**config.mk**
```make
export PLATFORM = sky130hd
export DESIGN_NAME = vpha_finish
export DESIGN_NICKNAME = d
export VERILOG_FILES = /design/src/sv/vpha_pkg.sv /design/src/sv/vpha_finish.sv
export SDC_FILE = /design/constraint.sdc
export NUM_CORES = 1
export LEC_CHECK = 0
export BUFFER_PORTS_ARGS = -buffer_cell sky130_fd_sc_hd__buf_4
export CAP_MARGIN = 30
export CORE_MARGIN = 10
export CORE_UTILIZATION = 35
export CTS_CLUSTER_SIZE = 20
export DETAILED_ROUTE_END_ITERATION = 10
export SKIP_CTS_REPAIR_TIMING = 1
export SYNTH_ARGS = -nofsm -noshare
export SYNTH_HDL_FRONTEND = slang
export SYNTH_SLANG_ARGS = --single-unit
```
**constraint.sdc**
```tcl
create_clock -name clk_i -period 1.5 [get_ports clk_i]
set_input_delay 0.375 -clock clk_i [delete_from_list [all_inputs] [get_ports clk_i]]
set_output_delay 0.375 -clock clk_i [all_outputs]
set_load 0.01 [all_outputs]
```
**src/sv/vpha_pkg.sv**
```systemverilog
// ----------------------------------------------------------------------------
// vpha_pkg
// Types, constants and the arctangent table for the heading angle core.
// ----------------------------------------------------------------------------
`timescale 1ns / 1ps
`default_nettype none

package vpha_pkg;

  localparam int unsigned COORD_BITS      = 16;
  localparam int unsigned ANGLE_FRAC_BITS = 6;
  localparam int unsigned ANGLE_BITS      = 15;
  localparam int unsigned PROD_BITS       = 2 * COORD_BITS;
  localparam int unsigned SUM_BITS        = PROD_BITS + 2;
  localparam int unsigned DEG_SHIFT       = 16;
  localparam int unsigned CORDIC_ITER     = 22;
  localparam int unsigned XW              = SUM_BITS + DEG_SHIFT + 4;
  localparam int unsigned ZW              = DEG_SHIFT + 10;
  localparam int unsigned RND_SHIFT       = DEG_SHIFT - ANGLE_FRAC_BITS;

  localparam logic [ZW-1:0] DEG90  = ZW'(90) << DEG_SHIFT;
  localparam logic [ZW-1:0] DEG180 = ZW'(180) << DEG_SHIFT;
  localparam logic [ANGLE_BITS-1:0] DEG360 = ANGLE_BITS'(360 << ANGLE_FRAC_BITS);

  typedef struct packed {
    logic signed [COORD_BITS-1:0] a_x;
    logic signed [COORD_BITS-1:0] a_y;
    logic signed [COORD_BITS-1:0] a_z;
    logic signed [COORD_BITS-1:0] b_x;
    logic signed [COORD_BITS-1:0] b_y;
    logic signed [COORD_BITS-1:0] b_z;
  } in_t;

  typedef struct packed {
    logic [ANGLE_BITS-1:0] angle_deg;
    logic                  zero_length;
  } out_t;

  typedef struct packed {
    logic vld;
    logic zero;
    logic dneg;
    logic cyneg;
  } side_t;

  typedef struct packed {
    logic signed [SUM_BITS-1:0] d;
    logic signed [SUM_BITS-1:0] cx;
    logic signed [SUM_BITS-1:0] cy;
    logic signed [SUM_BITS-1:0] cz;
  } sums_t;

  function automatic logic signed [ZW-1:0] atan_lut(input int unsigned i);
    logic signed [ZW-1:0] r;
    case (i)
      0:  r = ZW'(2949120);
      1:  r = ZW'(1740967);
      2:  r = ZW'(919879);
      3:  r = ZW'(466945);
      4:  r = ZW'(234379);
      5:  r = ZW'(117304);
      6:  r = ZW'(58666);
      7:  r = ZW'(29335);
      8:  r = ZW'(14668);
      9:  r = ZW'(7334);
      10: r = ZW'(3667);
      11: r = ZW'(1833);
      12: r = ZW'(917);
      13: r = ZW'(458);
      14: r = ZW'(229);
      15: r = ZW'(115);
      16: r = ZW'(57);
      17: r = ZW'(29);
      18: r = ZW'(14);
      19: r = ZW'(7);
      20: r = ZW'(4);
      21: r = ZW'(2);
      default: r = '0;
    endcase
    return r;
  endfunction

endpackage

`default_nettype wire

```
**src/sv/vpha_finish.sv**
```systemverilog
// ----------------------------------------------------------------------------
// vpha_finish
// Quadrant offset, clamp, rounding, full-circle fold and output register.
// ----------------------------------------------------------------------------
`timescale 1ns / 1ps
`default_nettype none

module vpha_finish (
  input  wire logic                            clk_i,
  input  wire logic                            rst_ni,
  input  wire logic                            en_i,
  input  wire logic signed [vpha_pkg::ZW-1:0]  z_i,
  input  wire vpha_pkg::side_t                 side_i,
  output logic                                 vld_o,
  output vpha_pkg::out_t                       data_o
);

  localparam int unsigned ZW = vpha_pkg::ZW;
  localparam int unsigned AB = vpha_pkg::ANGLE_BITS;

  logic signed [ZW-1:0] z_off;
  logic        [ZW-1:0] z_clamp;
  logic        [ZW-1:0] z_rnd;
  logic        [AB-1:0] q;
  vpha_pkg::out_t       data_d, data_q;
  logic                 vld_q;

  always_comb begin
    z_off = side_i.dneg ? z_i + $signed(vpha_pkg::DEG90) : z_i;
    if (z_off < 0) begin
      z_clamp = '0;
    end else if (z_off > $signed(vpha_pkg::DEG180)) begin
      z_clamp = vpha_pkg::DEG180;
    end else begin
      z_clamp = z_off;
    end
    z_rnd = (z_clamp + (ZW'(1) << (vpha_pkg::RND_SHIFT - 1))) >> vpha_pkg::RND_SHIFT;
    q     = z_rnd[AB-1:0];
    if (side_i.zero) begin
      data_d.angle_deg   = '0;
      data_d.zero_length = 1'b1;
    end else begin
      data_d.angle_deg   = side_i.cyneg ? vpha_pkg::DEG360 - q : q;
      data_d.zero_length = 1'b0;
    end
  end

  always_ff @(posedge clk_i or negedge rst_ni) begin
    if (!rst_ni) begin
      vld_q <= 1'b0;
    end else if (en_i) begin
      vld_q <= side_i.vld;
    end
  end

  always_ff @(posedge clk_i) begin
    if (en_i) begin
      data_q <= data_d;
    end
  end

  assign vld_o  = vld_q;
  assign data_o = data_q;

endmodule

`default_nettype wire

```
### Word-level counts from Yosys, hierarchy flattened

Index checks and enable logic that the tools add are counted.

* ROM bits: 0
* register bits after elaboration: 17
* memories: 0
* latch bits: 0
* word-level logic and storage cells: 13
* memory bits (writable): 0
* input port bits: 33
* output and inout bits: 17

* shift-type cells: 0
* muxes and demuxes: 5
* add/subtract/negate cells: 3
* equality and inequality tests: 0
* reduce and logical (&&, ||, !) cells: 0
* multiply operators: 0
* bitwise operators: 0
* div/mod/pow operators: 0
* $lt $le $gt $ge: 2

Operators with widths (number)
* 25-bit two-way mux: 2
* 26-bit by 24-bit adder with 26-bit output (second input constant): 1
* 26-bit by 25-bit > comparator with 1-bit output (second input constant): 1
* 26-bit by 1-bit < comparator with 1-bit output (second input constant): 1
* 26-bit two-way mux: 1
* 25-bit by 10-bit adder with 25-bit output (second input constant): 1
* 15-bit two-way mux: 1
* 15-bit subtractor (first input constant): 1
* 1-bit two-way mux: 1

### Logic depth before layout (Yosys ltp)

Gate-level depths: netlist of the first run.

* depth after elaboration: 8
* depth in mapped cells: 18
* gate-level depth less buffers: 17

### Worst setup path before layout of the first run

Ideal clock, no wire load.

* kind: input to register
* start: in z_i[17] in the netlist's numbering
* end: reg data_q, in the netlist data_o[13] (data pin)
* stages on the path: 17
* arrival time: 3.631 ns
* setup time: 0.270 ns
* buffers on the path: 0
* data required time: 1.230 ns
* path slack: -2.401 ns
* path through: ha_1 > nand2b_1 > xnor2_1 > nor3_1 > o311ai_4 > nand2_1 > and2_1 > ha_1 > nand2_1 > nor2_1 > nand3_1 > nor2_1 > xnor2_1 > a311o_1 > a221oi_1 > nand3b_1 > a21oi_1

* cells in the longest elaborated chain, start to end: 8
* elaborated cells on any way between the ends: 9

Ends and longest elaborated chain
* start: declaration: RTL line vpha_finish.sv:12 `input wire logic signed [vpha_pkg::ZW-1:0] z_i,`
* 26-bit by 24-bit adder with 26-bit output: RTL line vpha_finish.sv:29 `z_off = side_i.dneg ? z_i + $signed(vpha_pkg::DEG90) : z_i;`
* 26-bit two-way mux (*): RTL line vpha_finish.sv:29
* 26-bit by 25-bit > comparator with 1-bit output: RTL line vpha_finish.sv:32 `end else if (z_off > $signed(vpha_pkg::DEG180)) begin`
* 25-bit two-way mux: RTL line vpha_finish.sv:32
* 25-bit two-way mux (*): RTL line vpha_finish.sv:30 `if (z_off < 0) begin`
* 25-bit by 10-bit adder with 25-bit output (*): RTL line vpha_finish.sv:37 `z_rnd = (z_clamp + (ZW'(1) << (vpha_pkg::RND_SHIFT - 1))) >> vpha_pkg::RND_SHIFT;`
* 15-bit subtractor: RTL line vpha_finish.sv:43 `data_d.angle_deg = side_i.cyneg ? vpha_pkg::DEG360 - q : q;`
* 15-bit two-way mux (*): RTL line vpha_finish.sv:43
* end signal: assignment: RTL line vpha_finish.sv:58 `data_q <= data_d;`
* end: declaration: RTL line vpha_finish.sv:25 `vpha_pkg::out_t data_d, data_q;`

Mark *: on every way between the ends. The rest lies on a longest branch, timed or not.
A chain may end at the register's enable or synchronous reset.

### Final worst setup path of the first run

* start: in z_i[18] in the netlist's numbering
* end: reg data_q, in the netlist data_o[13] (data pin)

Same word-level chain as after synthesis.

==> flow_summary_export.csv, run 1 <==
group,metric,value,unit
global_routing,grt_pass1_vias,2134,
detailed_routing,drt-total-wl,6160,um
global_routing,grt-ovfl-total,0,
synthesis,synthFlopType,"edfxtp_1",
outcome,status,"complete, but fails checks",
finish,final_layout_size_suffix_gt1_share,51.2,%
finish,stdcell_area,3310,um2
placed_design,placed_area,3090,um2
finish,final_core_util,63.7,%
min_path,min_path_cells,2,
pwr,power_density,581,nW/um2
min_path,hold_path_class,"primary input to flip-flop",
synthesis,postSynthCellCount,228,
sta,setup_viol,15,
sta,finalSetupTns,-22550,ps
global_routing,track_usage,13.3,%
global_routing,grt_pass1_wl,9890,um
synthesis,synth_nets,264,
detailed_routing,post-route-drc-count,0,
clock_network,cts_tree,"done",
sta,finClkSkew,0,ps
synthesis,synth-seq-cells,17,
synthesis,yosysTopAreaCellShare,25.1,%
job,maxCapViolations,0,
clock_network,cts_buffer_depth,2,
sta,period_share,223,%
sta,slew_headroom,70.2,%
pwr,total_power,1920,uW
die,fp.dieW,93.9,um
setup_path,critPathCaptureType,"flip-flop",
finish,nNetsFinal,402,
synthesis,synth_edf_count,16,
sta,finalCriticalPeriod,3350,ps
setup_path,r2r_slack,760,ps
synthesis,yosysUniqueCellTypes,59,
setup_path,crit_path_max_fanout,5,
sta,hold_viol,0,
synthesis,async_flop_share,5.88,%
global_routing,grt_max_degree,18,
die,rows,26,
finish,diodes,0,
finish,mostFrequentLayoutCells,"buf_4 (138), nor2_1 (25), nand2_1 (16), edfxtp_1 (16), xnor2_1 (15)",
sta,max_freq,298,MHz
clock_network,root_buffer,"clkbuf_8",
min_path,hp-start,"side_i[3]",
synthesis,synthesis.area,1910,um2
synthesis,yosysWarnings,0,
clock_network,cts.sinks,17,
min_path,hold_end,"vld_o",
clock_network,cts_made_buffers,3,
sta,rsz0062_at_grt,"yes",
setup_path,cp_data_required_time,1500,ps
die,design.die.area,8810,um2
setup_path,timing.critical_path.from,"z_i[18]",
placed_design,portBuffers,49,
detailed_routing,wl_per_cell,14.2,um
die,start_util,36.7,%
clock_network,htree_levels,1,
detailed_routing,via_per_inst,5.11,
die,num_io_pins,50,
detailed_routing,drtPass1Iterations,4,
clock_network,path_clk_slew,60,ps
finish,layout_commonest_cell,"buf_4",
detailed_routing,ant_nets,0,
die,fp.coreArea,5200,um2
outcome,violations,"negative setup slack",
clock_network,clk_latency,250,ps
finish,area_delta_synth_final,73.5,%
sta,maxSlewViolCount,0,
placed_design,dp_hpwl,4980,um
die,die_y,93.9,um
pwr,power.leakage,0.00136,uW
setup_path,critPathKind,"primary input to flip-flop",
synthesis,netlist.top_cell.by_area,"edfxtp_1",
setup_path,r2r_cells,1,
detailed_routing,vias,2223,
setup_path,r2r_start,"vld_o",
synthesis,ys_seq_area_share,26.5,%
sta,worst_pin_slew,444,ps
setup_path,start_kind,"primary input",
global_routing,antenna_found_initial,0,
detailed_routing,drt-initial-drc-count,76,
synthesis,synthTopCellsByArea,"edfxtp_1 (25%), xnor2_1 (8.3%), nor2_1 (5.7%)",
pwr,irDropWorstVdd,0.399,mV
sta,setup_ws,-1850,ps
setup_path,critPathArrivalTime,3350,ps
setup_path,reg2reg_to,"vld_o",
placed_design,gp_congestion,0.835,
synthesis,syn_avg_cell_area,8.38,um2
==> Yosys cell counts, types with 2 or more instances <==
| cell type | instances |
|---|---|
| nor2_1 | 29 |
| nand2_1 | 20 |
| xnor2_1 | 18 |
| edfxtp_1 | 16 |
| a21oi_1 | 9 |
| nand3_1 | 8 |
| nor3_1 | 8 |
| nand4_1 | 7 |
| o21ai_0 | 7 |
| xor2_1 | 7 |
| clkbuf_1 | 6 |
| a211o_1 | 5 |
| and2_1 | 5 |
| nor2b_1 | 5 |
| a22oi_1 | 4 |
| buf_2 | 4 |
| inv_1 | 4 |
| nand2b_1 | 4 |
| a211oi_1 | 3 |
| a31oi_1 | 3 |
| ha_1 | 3 |
| nor4_1 | 3 |
| o22ai_1 | 3 |
| o31ai_1 | 3 |
| a311o_1 | 2 |
| and3_1 | 2 |
| and3b_1 | 2 |
| mux2i_1 | 2 |
| nand3b_1 | 2 |
| o211a_1 | 2 |
| o21a_1 | 2 |
| o32ai_1 | 2 |
| or3_1 | 2 |
==> registers in the layout, indices dropped and copies added (netlist names) <==
| name | cells |
|---|---|
| data_o | 16 |
| vld_o | 1 |
==> through the flow <==
stage               hold WS [ps]  cells  setup WS (ps)
finish                       359    435          -1850
global route                 362    435          -1980
CTS                         -115    427          -1920
detailed placement           153    423          -2180
global placement             151    423          -2090
floorplan                   79.4    228          -2050
==> layout make-up <==
| class | instances | area, um2 |
|---|---|---|
| fillers | 470 | 1890 |
| multi-input cells | 195 | 1550 |
| repair buffers | 144 | 1110 |
| flip-flops and latches | 17 | 505 |
| well taps | 70 | 87.6 |
| clock buffers | 4 | 45.0 |
| inverters | 5 | 21.3 |
==> report_power, final <==
part | switching, uW | total, uW | internal [uW]
clock | 147 | 336 | 189
sequential | 11.5 | 588 | 577
combinational | 462 | 1000 | 538
==> how the worst max path moves through the flow <==
| stage | to | cells after the start |
|---|---|---|
| after floorplan | data_o[13] | 17 |
| after global placement | data_o[13] | 18 |
| after detailed placement | data_o[13] | 18 |
| after CTS | data_o[13] | 18 |
| after global routing | data_o[13] | 18 |
| final | data_o[13] | 18 |
==> cell families (layout without fill, tap and decap cells) <==
kind of cell / Yosys count / count (layout) / synth area share, %
AOI/OAI and AO/OA: 61 / 61 / 26.5
muxes: 3 / 3 / 1.64
buffers and inverters: 16 / 153 / 3.60
DFF: 17 / 17 / 26.5
adders and majority gates: 3 / 3 / 1.96
and+or+nand+nor: 102 / 102 / 27.0
xor gates and xnor gates: 26 / 26 / 12.9
==> metal layers <==
metal	track usage, %	vias to the layer above	share of wire (%)
met5	0	-	0
met4	3.80	0	1.1
met3	3.36	9	7.3
met2	22.3	68	48
met1	16.4	1016	43
li1	-	1130	-
==> critical path, cell delays in order <==
cell and delay, ps:
buf_8 100, ha_4 160, or4_4 420, and2_4 160
nand4_1 140, a2bb2oi_4 180, nand2_2 80, and2_4 170
ha_4 170, nand2_4 90, nor2_4 60, a22o_1 220
nand2_2 100, nor2b_4 50, a311o_1 400, a221oi_2 270
nand3b_1 140, a21oi_1 60
Power figures use the tool's default switching activity.
==> run 2, diff against run 1 <==
Settings changed: BUFFER_PORTS_ARGS -buffer_cell sky130_fd_sc_hd__buf_4 to not set, DONT_BUFFER_PORTS set to 1.
==> flow_summary_export.csv, run 2 (synthesis gave the netlist of run 1 again) <==
group,metric,value,unit
sta,hold_slack,230,ps
pwr,irDropWorstVdd,0.391,mV
clock_network,cts.sinks,17,
global_routing,grt_pass1_wl,8490,um
sta,slew_headroom,69.1,%
min_path,min_path_cells,0,
finish,area_delta_synth_final,44.0,%
outcome,violations,"negative setup slack",
setup_path,r2r_cells,1,
placed_design,gp_congestion,0.851,
clock_network,cts_made_buffers,3,
sta,finalCriticalPeriod,3240,ps
setup_path,worstPathCellList,"ha_4 -> or4_4 -> and2_4 -> nand4_1 -> a2bb2oi_4 -> nand2_2 -> and2_4 -> ha_4 -> nand2_4 -> nor2_4 -> a22o_1 -> nand2_2 -> nor2b_4 -> a311o_1 -> a221oi_2 -> nand3b_1 -> a21oi_1",
setup_path,slowest_stage,"or4_4",
outcome,status,"complete, but fails checks",
placed_design,portBuffers,0,
sta,maxSlewViolCount,0,
placed_design,placed_area,2560,um2
pwr,clkPwrFrac,19.0,%
setup_path,max_stage_delay,430,ps
detailed_routing,drtPass1Iterations,4,
finish,final_layout_size_suffix_gt1_share,39.7,%
min_path,hp-start,"side_i[2]",
sta,finClkSkew,0,ps
pwr,switching_share,29.5,%
setup_path,cp_data_required_time,1490,ps
finish,largest_reg_flops,16,
die,die_y,93.9,um
detailed_routing,ant_nets,0,
die,fp.coreArea,5200,um2
sta,max_freq,309,MHz
pwr,p_int,1170,uW
min_path,hold_end,"data_o[0]",
sta,period_share,216,%
placed_design,dp.cells,352,
setup_path,critPathArrivalTime,3230,ps
job,maxCapViolations,0,
global_routing,grt_max_degree,18,
detailed_routing,wl_per_cell,15.0,um
die,start_util,36.7,%
pwr,power.leakage,0.00101,uW
pwr,p_sw,487,uW
global_routing,track_usage,11.4,%
detailed_routing,vias,1900,
sta,setup_ws,-1740,ps
setup_path,crit_path_max_fanout,7,
setup_path,timing.critical_path.from,"z_i[17]",
finish,diodes,0,
setup_path,reg2reg_to,"vld_o",
sta,hold_viol,0,
finish,fill_cells,510,
setup_path,critPathKind,"primary input to flip-flop",
clock_network,cts_tree,"done",
finish,mostFrequentLayoutCells,"buf_4 (66), nor2_1 (25), nand2_1 (16), edfxtp_1 (16), xnor2_1 (15)",
clock_network,root_buffer,"clkbuf_8",
setup_path,r2r_start,"vld_o",
placed_design,dp_hpwl,4540,um
clock_network,cts_buffer_depth,2,
finish,nNetsFinal,329,
clock_network,htree_levels,1,
global_routing,grt-ovfl-total,0,
pwr,comb_power_share,43.3,%
die,rows,26,
pwr,seq_power_share,37.7,%
setup_path,cp_num_cells,17,
finish,final_core_util,52.9,%
finish,stdcell_area,2750,um2
detailed_routing,post-route-drc-count,0,
global_routing,grt_pass1_vias,1737,
die,fp.dieW,93.9,um
finish,layout_commonest_cell,"buf_4",
die,num_io_pins,50,
setup_path,cp_num_buf_inv,0,
pwr,power_density,601,nW/um2
min_path,hold_path_class,"primary input to flip-flop",
setup_path,start_kind,"primary input",
setup_path,cp_top_family,"simple AND/OR/NAND/NOR gates",
setup_path,critPathCaptureType,"flip-flop",
clock_network,path_clk_slew,60,ps
detailed_routing,drt-total-wl,5430,um
detailed_routing,drt-initial-drc-count,62,
die,design.die.area,8810,um2
clock_network,clk_latency,240,ps
setup_path,r2r_slack,710,ps
sta,worst_pin_slew,462,ps
finish,stdcell_count,362,
global_routing,antenna_found_initial,0,
sta,setup_viol,15,
sta,rsz0062_at_grt,"yes",
detailed_routing,via_per_inst,5.25,
## run 2: changes by cell type in the layout (fill, tap and decap cells not counted), moves of 2 or more
cell / change
buf_4: -72
buf_8: -2
o21ai_0: +3
o21ai_1: -4
## run 2: cell type report
type / count / area (um2) / share of cell area, %
Clock buffer: 4 / 45.0 / 1.64
Timing Repair Buffer: 71 / 551 / 20.0
Sequential cell: 17 / 505 / 18.4
Tap cell: 70 / 87.6 / 3.18
Inverter: 5 / 18.8 / 0.682
Multi-Input combinational cell: 195 / 1540 / 56.1
## run 2: metrics by stage
stage / setup WS, ps / TNS (ps) / power [uW]
detailed placement: -2010 / -25480 / 1300
finish: -1740 / -21650 / 1650
CTS: -1760 / -21830 / 1610
global placement: -1960 / -25060 / 1290
floorplan: -2050 / -24460 / 1060
global route: -1840 / -23290 / 1750
## run 2: per-layer routing
metal / track usage [%] / wire (um) / up-vias
met5: 0 / 0 / -
met4: 2.91 / 34 / 0
met3: 2.40 / 341 / 4
met2: 18.4 / 2540 / 49
met1: 15.0 / 2520 / 863
li1: - / - / 984
## run 2: worst max-delay path by stage
stage	end	slack, ps
after detailed placement	data_o[13]	-2010
after CTS	data_o[13]	-1760
after global routing	data_o[13]	-1840
after floorplan	data_o[13]	-2050
after global placement	data_o[13]	-1960
final	data_o[13]	-1740
## run 2: power groups by stage
stage / sequential [uW] / combinational, uW / clock, uW
after floorplan: 626 / 430 / 0
after global placement: 635 / 654 / 0
after detailed placement: 636 / 659 / 0
after CTS: 627 / 663 / 323
after global routing: 629 / 783 / 341
final: 623 / 716 / 314
==> run 3, diff against run 2 <==
==> constraint.sdc (replaced) <==
create_clock -name clk_i -period 1.5 [get_ports clk_i]
set_input_delay 0.075 -clock clk_i [delete_from_list [all_inputs] [get_ports clk_i]]
set_output_delay 0.075 -clock clk_i [all_outputs]
set_load 0.01 [all_outputs]
==> flow_summary_export.csv, run 3 (synthesis gave the netlist of run 1 again) <==
group,metric,value,unit
die,start_util,36.7,%
setup_path,worstPathCellList,"ha_4 -> or4_4 -> and2_4 -> nand4_1 -> a2bb2oi_4 -> nand2_2 -> and2_4 -> ha_4 -> nand2_4 -> nor2_4 -> a22o_1 -> nand2_2 -> nor2b_4 -> a311o_1 -> a221oi_2 -> nand3b_1 -> a21oi_2",
global_routing,grt_pass1_wl,8460,um
sta,setup_viol,15,
clock_network,htree_levels,1,
die,fp.coreArea,5200,um2
finish,nNetsFinal,332,
job,maxCapViolations,0,
finish,layout_commonest_cell,"buf_4",
clock_network,path_clk_slew,60,ps
sta,finalCriticalPeriod,2900,ps
outcome,status,"complete, but fails checks",
die,die_y,93.9,um
sta,hold_slack,-67.7,ps
placed_design,placed_area,2560,um2
detailed_routing,post-route-drc-count,0,
finish,regArea,505,um2
placed_design,portBuffers,0,
finish,area_delta_synth_final,50.9,%
setup_path,critPathCaptureType,"flip-flop",
placed_design,gp_congestion,0.852,
pwr,irDropWorstVdd,0.429,mV
finish,fill_cells,469,
sta,maxSlewViolCount,0,
detailed_routing,drtPass1Iterations,4,
sta,max_freq,345,MHz
detailed_routing,ant_nets,0,
finish,final_core_util,55.4,%
die,num_io_pins,50,
sta,slew_headroom,51.5,%
finish,multi_input_area,1640,um2
finish,diodes,0,
setup_path,cp_data_required_time,1500,ps
global_routing,antenna_found_initial,0,
die,rows,26,
global_routing,grt-ovfl-total,0,
outcome,violations,"negative hold slack, negative setup slack",
global_routing,track_usage,11.4,%
setup_path,critPathKind,"primary input to flip-flop",
global_routing,grt_pass1_vias,1736,
clock_network,cts.sinks,17,
sta,setup_ws,-1400,ps
detailed_routing,drt-initial-drc-count,47,
min_path,hold_path_class,"primary input to flip-flop",
detailed_routing,drt-total-wl,5560,um
pwr,power.leakage,0.00107,uW
placed_design,dp_hpwl,4500,um
clock_network,cts_made_buffers,3,
setup_path,crit_path_max_fanout,7,
die,fp.dieW,93.9,um
die,design.die.area,8810,um2
clock_network,cts_tree,"done",
setup_path,slowest_stage,"or4_4",
global_routing,grt_max_degree,18,
sta,hold_viol,1,
detailed_routing,wl_per_cell,15.2,um
clock_network,root_buffer,"clkbuf_8",
sta,worst_pin_slew,725,ps
sta,period_share,193,%
finish,largest_reg_flops,16,
finish,final_layout_size_suffix_gt1_share,42.7,%
setup_path,start_kind,"primary input",
finish,mostFrequentLayoutCells,"buf_4 (67), nor2_1 (24), edfxtp_1 (16)",
pwr,power_density,603,nW/um2
sta,finalSetupTns,-16730,ps
setup_path,max_stage_delay,430,ps
setup_path,critPathArrivalTime,2890,ps
finish,stdcell_area,2880,um2
detailed_routing,vias,1925,
detailed_routing,via_per_inst,5.27,
clock_network,clk_latency,240,ps
sta,finClkSkew,0,ps
sta,rsz0062_at_grt,"yes",
clock_network,cts_buffer_depth,2,
[run 3: cell count changes in the layout (fill, tap and decap cells not counted), moves of 4 or more]
cell / change
o21ai_0: -4
xnor2_1: -4
o21ai_1: +4
xnor2_2: +4
[run 3: routing by layer]
layer | track usage, % | up-vias | share of wire (%)
met2 | 18.0 | 51 | 47
met3 | 3.04 | 2 | 5.6
met4 | 3.04 | 0 | 0.45
li1 | - | 995 | -
met1 | 15.0 | 877 | 47
met5 | 0 | - | 0
[run 3: final cells by class]
class / count / share of cell area [%]
inverter: 5 / 0.825
multi-input combinational: 195 / 57.0
clock buffer: 4 / 1.56
timing repair buffer: 74 / 20.1
sequential: 17 / 17.5
tap: 70 / 3.04
[run 3: path summary, 6_finish.rpt]
path | start | endpoint | slack (ps) | cells after the start
worst max-delay path | z_i[17] | data_o[13] | -1400 | 17
max in group asynchronous | rst_ni | vld_o | 1360 | 1
worst max register to register | vld_o | vld_o | 700 | 1
min in group asynchronous | rst_ni | vld_o | 40 | 1
worst min register to register | vld_o | vld_o | 590 | 1
worst min-delay path | side_i[2] | data_o[0] | -70 | 0
[run 3: worst max-delay path: cells and delay by family]
family	cells	cell delay (ps)
simple gates	10	1430
fa+ha+maj	2	320
compound gates	5	1050
[run 3: where the power goes]
part	leakage [uW]	internal (uW)	switching, uW
logic	0.000882	438	359
clock network	0.0000228	188	129
registers	0.000165	581	42.9
total	0.00107	1210	531
[run 3: per-stage QoR]
stage	cells	worst slack (ps)	total power [uW]
4_1_cts	356	-1520	1620
6_report	365	-1400	1740
3_5_place_dp	352	-1760	1290
3_3_place_gp	352	-1660	1290
2_1_floorplan	228	-1750	1060
5_1_grt	365	-1520	1850
